<file path="src/rtl/core/qrm_pkg.sv">
`timescale 1ns / 1ps

package qrm_pkg;

   localparam int OUT_FRAC = 14;
   localparam int IN_FRAC  = 12;
   localparam int COMP_W   = 16;
   localparam int ENT_W    = 16;
   localparam int TOL_W    = 10;
   localparam int N_ENT    = 9;

   localparam logic [TOL_W-1:0] TOL_RESET = TOL_W'(1);

   // products, sums and numerators
   localparam int PROD_W = 2 * COMP_W;
   localparam int S_W    = PROD_W + 1;
   localparam int O_W    = PROD_W + 2;
   localparam int E_W    = S_W + 2;
   localparam int D_W    = S_W;

   // divider: quotient reaches one, so one bit above the fraction
   localparam int Q_W   = OUT_FRAC + 1;
   localparam int DVD_W = D_W + Q_W - 1;

   // norm: floor(sqrt(s << SQ_SHIFT)) lands on the output fraction directly
   localparam int SQ_SHIFT = 2 * (OUT_FRAC - IN_FRAC);
   localparam int SQ_STEPS = (S_W + SQ_SHIFT + 1) / 2;
   localparam int SQ_IN_W  = 2 * SQ_STEPS;
   localparam int SQ_REM_W = SQ_STEPS + 2;

   typedef struct packed {
      logic [S_W-1:0]        s;
      logic [S_W-1:0]        a0;
      logic [S_W-1:0]        a4;
      logic [S_W-1:0]        a8;
      logic signed [O_W-1:0] o1;
      logic signed [O_W-1:0] o2;
      logic signed [O_W-1:0] o3;
      logic signed [O_W-1:0] o5;
      logic signed [O_W-1:0] o6;
      logic signed [O_W-1:0] o7;
   } num_type;

   typedef struct packed {
      logic [N_ENT-1:0] sgn;
      logic             zero;
   } side_type;

endpackage

</file>
<file path="src/rtl/core/qrm_div_lane.sv">
`timescale 1ns / 1ps

module qrm_div_lane (
   input  logic                         clock,
   input  logic [qrm_pkg::Q_W-1:0]      en,
   input  logic [qrm_pkg::D_W-1:0]      mag,
   input  logic [qrm_pkg::D_W-1:0]      den,
   output logic [qrm_pkg::Q_W-1:0]      quo
);
   import qrm_pkg::*;

   logic [DVD_W-1:0] rem_ff [Q_W];
   logic [D_W-1:0]   den_ff [Q_W];
   logic [Q_W-1:0]   quo_ff [Q_W];

   // one quotient bit per stage, msb first; dividend carries the rounding half
   for (genvar j = 0; j < Q_W; j++) begin : g_step
      logic [DVD_W-1:0] rem_src;
      logic [D_W-1:0]   den_src;
      logic [Q_W-1:0]   quo_src;
      logic [DVD_W-1:0] dsh;
      logic             ge;
      logic [DVD_W-1:0] rem_in;
      logic [Q_W-1:0]   quo_in;

      if (j == 0) begin : g_first
         assign rem_src = (DVD_W'(mag) << OUT_FRAC) + DVD_W'(den >> 1);
         assign den_src = den;
         assign quo_src = '0;
      end else begin : g_next
         assign rem_src = rem_ff[j-1];
         assign den_src = den_ff[j-1];
         assign quo_src = quo_ff[j-1];
      end

      assign dsh    = DVD_W'(den_src) << (Q_W - 1 - j);
      assign ge     = rem_src >= dsh;
      assign rem_in = ge ? rem_src - dsh : rem_src;
      assign quo_in = {quo_src[Q_W-2:0], ge};

      always_ff @(posedge clock) begin
         if (en[j]) begin
            rem_ff[j] <= rem_in;
            den_ff[j] <= den_src;
            quo_ff[j] <= quo_in;
         end
      end
   end

   assign quo = quo_ff[Q_W-1];

endmodule

</file>
<file path="config.mk">
export PLATFORM = sky130hd
export DESIGN_NAME = qrm_div_lane
export DESIGN_NICKNAME = d
export VERILOG_FILES = /design/src/rtl/core/qrm_pkg.sv /design/src/rtl/core/qrm_div_lane.sv
export SDC_FILE = /design/constraint.sdc
export NUM_CORES = 2
export LEC_CHECK = 0
export BUFFER_PORTS_ARGS = -buffer_cell sky130_fd_sc_hd__buf_2
export CAP_MARGIN = 0
export CORE_ASPECT_RATIO = 1.75
export CORE_MARGIN = 4
export CORE_UTILIZATION = 41
export CTS_CLUSTER_DIAMETER = 150
export DETAILED_ROUTE_END_ITERATION = 10
export HOLD_SLACK_MARGIN = 0.12
export SLEW_MARGIN = 40
export SYNTH_ARGS = -nofsm -noshare
export SYNTH_HDL_FRONTEND = slang
export SYNTH_SLANG_ARGS = --single-unit
</file>
<file path="constraint.sdc">
create_clock -name clock -period 5 [get_ports clock]
set_clock_uncertainty 0.2 [all_clocks]
set_input_delay 0.5 -clock clock [delete_from_list [all_inputs] [get_ports clock]]
set_output_delay 0.5 -clock clock [all_outputs]
set_load 0.02 [all_outputs]
</file>
# After elaboration in Yosys (flattened, before gate mapping)
# Memory sizes are Yosys's and may differ from the RTL's.
# Index checks and enable logic that the tools add are counted.
# totals
reg_bits	0
ramBits	1425
input_bits	82
output_inout_bits	15
wordCells	79
mem_count	3
# op_classes
addsub	16
n_lt_le_gt_ge	15
muxes	45
# mem_list
memory	words	word_bits	read_ports	rd_ports_with_merged_regs	wr	line_no	rtl
rem_ff	15	47	14	0	15	qrm_div_lane.sv:12	logic [DVD_W-1:0] rem_ff [Q_W];
den_ff	15	33	14	0	15	qrm_div_lane.sv:13	logic [D_W-1:0] den_ff [Q_W];
quo_ff	15	15	15	0	15	qrm_div_lane.sv:14	logic [Q_W-1:0] quo_ff [Q_W];
# ops
cell	count
2-to-1 mux 47 bit	15
adder 47 x 32 -> 47 bit	1
>= comparator 47 x 33 -> 1 bit	1
>= comparator 47 x 34 -> 1 bit	1
>= comparator 47 x 35 -> 1 bit	1
>= comparator 47 x 36 -> 1 bit	1
>= comparator 47 x 37 -> 1 bit	1
>= comparator 47 x 38 -> 1 bit	1
>= comparator 47 x 39 -> 1 bit	1
>= comparator 47 x 40 -> 1 bit	1
>= comparator 47 x 41 -> 1 bit	1
>= comparator 47 x 42 -> 1 bit	1
>= comparator 47 x 43 -> 1 bit	1
>= comparator 47 x 44 -> 1 bit	1
>= comparator 47 x 45 -> 1 bit	1
>= comparator 47 x 46 -> 1 bit	1
>= comparator 47 bit	1
subtractor 47 x 33 -> 47 bit	1
subtractor 47 x 34 -> 47 bit	1
subtractor 47 x 35 -> 47 bit	1
subtractor 47 x 36 -> 47 bit	1
subtractor 47 x 37 -> 47 bit	1
subtractor 47 x 38 -> 47 bit	1
subtractor 47 x 39 -> 47 bit	1
9 further kinds	38

# Longest topological paths before layout
# logic_depth
word_depth	3
depth_mapped	27
ltp_nobuf	24

# Least setup slack after synthesis
# No wires, ideal clock.
# synth_timing
path_kind	input-to-reg
start	input port mag[4] (netlist name)
end	memory rem_ff[0][46] (netlist name) (data pin)
setup_time_ns	0.260
arrival_time_ns	4.983
t_required_ns	4.540
slack_ns	-0.443
cell_stages	23
path_buffers	1
path_cell_list	ha_1 -> a2111oi_0 -> a21boi_0 -> o21ai_0 -> a31oi_1 -> o21bai_1 -> nand2_1 -> a21oi_1 -> a31o_2 -> clkbuf_1 -> nand3_1 -> xnor2_1 -> ha_1 -> nand3_1 -> nor2_1 -> a221oi_1 -> o21a_1 -> a21boi_0 -> o21bai_1 -> a21bo_2 -> a311oi_1 -> xnor2_1 -> mux2_2
# synth_lines
item	line_no	rtl
start: declaration	qrm_div_lane.sv:6	input logic [qrm_pkg::D_W-1:0] mag,
end: declaration	qrm_div_lane.sv:12	

==> Flow_metrics.wiki <==
{| class="wikitable"
! Metric !! Value
|-
| Proportion of netlist area held by the largest area contributor || 0.4995
|-
| Chain of cells forming the critical path || dlygate4sd3_1, buf_2, ha_1, a21o_1, buf_4, o21bai_1, nand2_1, a21oi_2, a31o_4, nand3_4, xnor2_4, ha_4, nor2_1, or3_1, o21ba_4, o221a_2, o31a_1, o21ai_4, buf_12, clkbuf_16, mux2_2
|-
| Mean instance size in the synthesized netlist || 10.53 µm²
|-
| Shortest clock period the worst path allows after layout || 4.794 ns
|-
| Number of nets in the layout || 7,539
|-
| Placement Cell Area || 73,760 µm²
|-
| Area of all placed cells without fillers || 78,340 µm²
|-
| Clk sink count || 1,135
|-
| Area of the die || 173,300 µm²
|-
| Flip-flop and latch count after synthesis || 1,135
|-
| Starting DRT DRC Count || 1,779
|-
| Number of distinct library cells after synthesis || 81
|-
| Initial core utilization || 0.4132
|-
| Number of cell rows || 197
|-
| Clock input transition at the sequential cells of the worst setup and hold paths || 0.07 ns
|-
| Routed vias || 49,689
|-
| Via density per instance || 5.392
|-
| Sum of negative setup slack || 0 ns
|-
| Final setup violation count || 0
|-
| Cells after synthesis || 6,483
|-
| Data required time of the critical path || 5.28 ns
|-
| Period utilisation layout || 0.9588
|-
| Post-detailed-routing wire length || 182,800 µm
|-
| Post-detailed-placement half-perimeter wirelength || 150,800 µm
|-
| X dimension of the die || 316.4 µm
|-
| Critical path peak fanout || 8
|-
| Largest net degree at the start of global routing || 66
|-
| Total I/O pin count || 97
|-
| Run status || complete, no violations
|-
| Antenna violation net count after detailed routing || 0
|-
| Most used cells in the layout excluding fill and tap cells || sky130_fd_sc_hd__edfxtp_1, sky130_fd_sc_hd__inv_1, sky130_fd_sc_hd__a21oi_1
|-
| Max Cap Viol || 0
|-
| Net count of the mapped netlist || 7,093
|-
| Sum of overflow across all layers after global routing || 0
|-
| Data arrival time of the critical path || 5.07 ns
|-
| Cell type with the largest total area after synthesis || sky130_fd_sc_hd__edfxtp_1
|-
| Fraction of final layout cells sized beyond drive strength 1 || 0.1088
|-
| Kind of start point of the critical path || input port
|-
| Setup repair after global routing missed its margin || no
|-
| Share of synthesized registers carrying an async set or reset || 0
|-
| Synthesis warning total || 0
|-
| IR Drop Worst-Case VDD || 0.3133 mV
|-
| Tightest hold margin || 0.1733 ns
|-
| Synth top area cells || sky130_fd_sc_hd__edfxtp_1, sky130_fd_sc_hd__ha_1, sky130_fd_sc_hd__a21oi_1, sky130_fd_sc_hd__xnor2_1, sky130_fd_sc_hd__o21ai_0
|-
| Number of slew-limit violations in the final report || 0
|-
| Most common cell after layout, fill and taps aside || sky130_fd_sc_hd__edfxtp_1
|-
| Power density cells || 564.5 nW/µm²
|-
| Count of endpoints failing hold in the final timing report || 0
|-
| Global-route wire length before repair || 277,900 µm
|-
| Class of the most critical setup path || in -> reg
|-
| Area Overhead vs Synth || 14.81%
|-
| Port buffer count || 96
|-
| Transition time of the tightest slew-check pin || 0.9072 ns
|-
| Floorplan core area || 165,100 µm²
|-
| Routability congestion estimate from global placement || 0.9411
|-
| Top_reg_cell synth || sky130_fd_sc_hd__edfxtp_1
|-
| Fmax || 208.6 MHz
|-
| Crit path largest cell delay || 0.53 ns
|-
| Die Height || 547.7 µm
|-
| Mapped cell area || 68,230 µm²
|-
| Total GRT Usage || 0.2080
|-
| Drc violations || 0
|-
| Clock tree from TritonCTS || built
|-
| Clock insertion delay at the later pin of the skew report || 0.75 ns
|-
| Sequential-to-total area share from yosys stat || 0.4995
|-
| Via count of the first global-routing pass || 53,289
|-
| Inserted Clock Buffers || 110
|-
| Tightest slew margin relative to the limit || 0.3900
|-
| Number of enable-type register cells in the synthesized netlist || 1,135
|-
| Reg-to-reg setup timing slack || 0.35 ns
|-
| Maximum level of the CTS H-tree || 3
|-
| Initial antenna violation count || 2
|-
| CTS Root Buffer Type || sky130_fd_sc_hd__clkbuf_16
|-
| LEAKAGE || 0.03181 µW
|-
| Number of detailed-routing iterations run before antenna repair || 5
|-
| Wire length per cell || 19.83 µm
|-
| Standard cell with the maximum stage delay on the critical path || sky130_fd_sc_hd__dlygate4sd3_1
|-
| Number of filler cells placed in the layout || 15,156
|-
| Bufs on Longest Clock Path || 3
|-
| Classification of the worst-slack hold path || in -> reg
|-
| Critical path capture point type || flip-flop
|}
==> area by class of cell <==
class | instances | area (µm²) | share of cell area
antenna | 1 | 2.502 | 0.00003194
clock buffer | 134 | 2843 | 0.03629
clock inverter | 74 | 817.0 | 0.01043
inverter | 607 | 2278 | 0.02908
multi-input combinational | 4577 | 31610 | 0.4036
sequential | 1135 | 34080 | 0.4351
tap | 2189 | 2739 | 0.03496
timing repair buffer | 498 | 3961 | 0.05057
==> per-layer routing <==
metal / part of all wire / vias up / global-route usage
met2: 0.62 / 914 / 0.4696
met3: 0.021 / 600 / 0.02056
met5: 0.00011 / - / 0
met4: 0.099 / 4 / 0.1694
li1: - / 24615 / -
met1: 0.26 / 23556 / 0.1350
==> final timing paths <==
| check | from | to | cells after the start |
|---|---|---|---|
| worst min register to register | quo_ff[1][5] | quo_ff[1][21] | 0 |
| worst max register to register | rem_ff[0][152] | rem_ff[0][204] | 13 |
| worst max-delay path | den[27] | rem_ff[0][40] | 21 |
| worst min-delay path | den[22] | den_ff[0][22] | 2 |
==> what timing repair did <==
| action | 4_1_cts | 5_1_grt |
|---|---|---|
| gates resized for setup | 0 | 39 |
| hold buffers | 59 | 1 |
| setup endpoints to repair | 0 | 34 |
| endpoints found under the hold margin | 564 | 32 |
| buffers inserted | 0 | 4 |
==> cells in the mapped netlist (25+ instances only) <==
cell type and count:
sky130_fd_sc_hd__edfxtp_1 1135, sky130_fd_sc_hd__inv_1 606, sky130_fd_sc_hd__a21oi_1 556, sky130_fd_sc_hd__ha_1 513, sky130_fd_sc_hd__nand2_1 513, sky130_fd_sc_hd__o21ai_0 476
sky130_fd_sc_hd__nor2_1 411, sky130_fd_sc_hd__xnor2_1 273, sky130_fd_sc_hd__a21o_1 250, sky130_fd_sc_hd__xor2_1 233, sky130_fd_sc_hd__clkbuf_1 133, sky130_fd_sc_hd__nand3_1 114
sky130_fd_sc_hd__nand4_1 95, sky130_fd_sc_hd__nor3_1 87, sky130_fd_sc_hd__nand2b_1 85, sky130_fd_sc_hd__mux2_2 81, sky130_fd_sc_hd__nor2b_1 77, sky130_fd_sc_hd__o21a_1 76
sky130_fd_sc_hd__and3_1 69, sky130_fd_sc_hd__nor4_1 52, sky130_fd_sc_hd__o21bai_1 47, sky130_fd_sc_hd__or3_1 46, sky130_fd_sc_hd__a31oi_1 45, sky130_fd_sc_hd__o31ai_1 41
sky130_fd_sc_hd__a211oi_1 40, sky130_fd_sc_hd__and4_1 28, sky130_fd_sc_hd__o211ai_1 27, sky130_fd_sc_hd__and2_1 25
==> sequential cells by signal (all words and copies together) (netlist names) <==
signal	flops
den_ff	462
quo_ff	120
rem_ff	553
==> power breakdown <==
group	total [µW]	leakage [µW]	internal (µW)	switching (µW)
sequential	15500	0.0110	14100	1460
clock	8470	0.00176	4750	3720
combinational	20200	0.0191	8640	11600
==> cells by family after synthesis <==
group | count (synthesis) | share of synthesized area
adders and majority gates | 528 | 0.09847
buffers and inverters | 771 | 0.04276
AOI/OAI and AO/OA | 1768 | 0.1598
DFF | 1135 | 0.4995
and+or+nand+nor | 1690 | 0.1205
xor gates and xnor gates | 506 | 0.06495
muxes | 85 | 0.01395
==> critical path: cells and delay by family <==
kind	cells	cell delay, ns
simple gates	4	0.64
xor+xnor	1	0.16
compound gates	8	1.64
buf+inv	5	1.14
mux	1	0.34
fa+ha+maj	2	0.62
==> stage by stage <==
stage,std cells,setup WS (ns),utilization,total power (µW)
after floorplan,6483,0.01008,-,29510
after global placement,8942,-0.7186,0.4465,35500
after detailed placement,8942,-0.6707,0.4466,35790
after CTS,9209,0.007916,0.4724,44470
after global routing,9214,0.03178,0.4743,47290
final,9215,0.2058,0.4744,44230
Note: power is estimated with default switching activity, not from simulation.
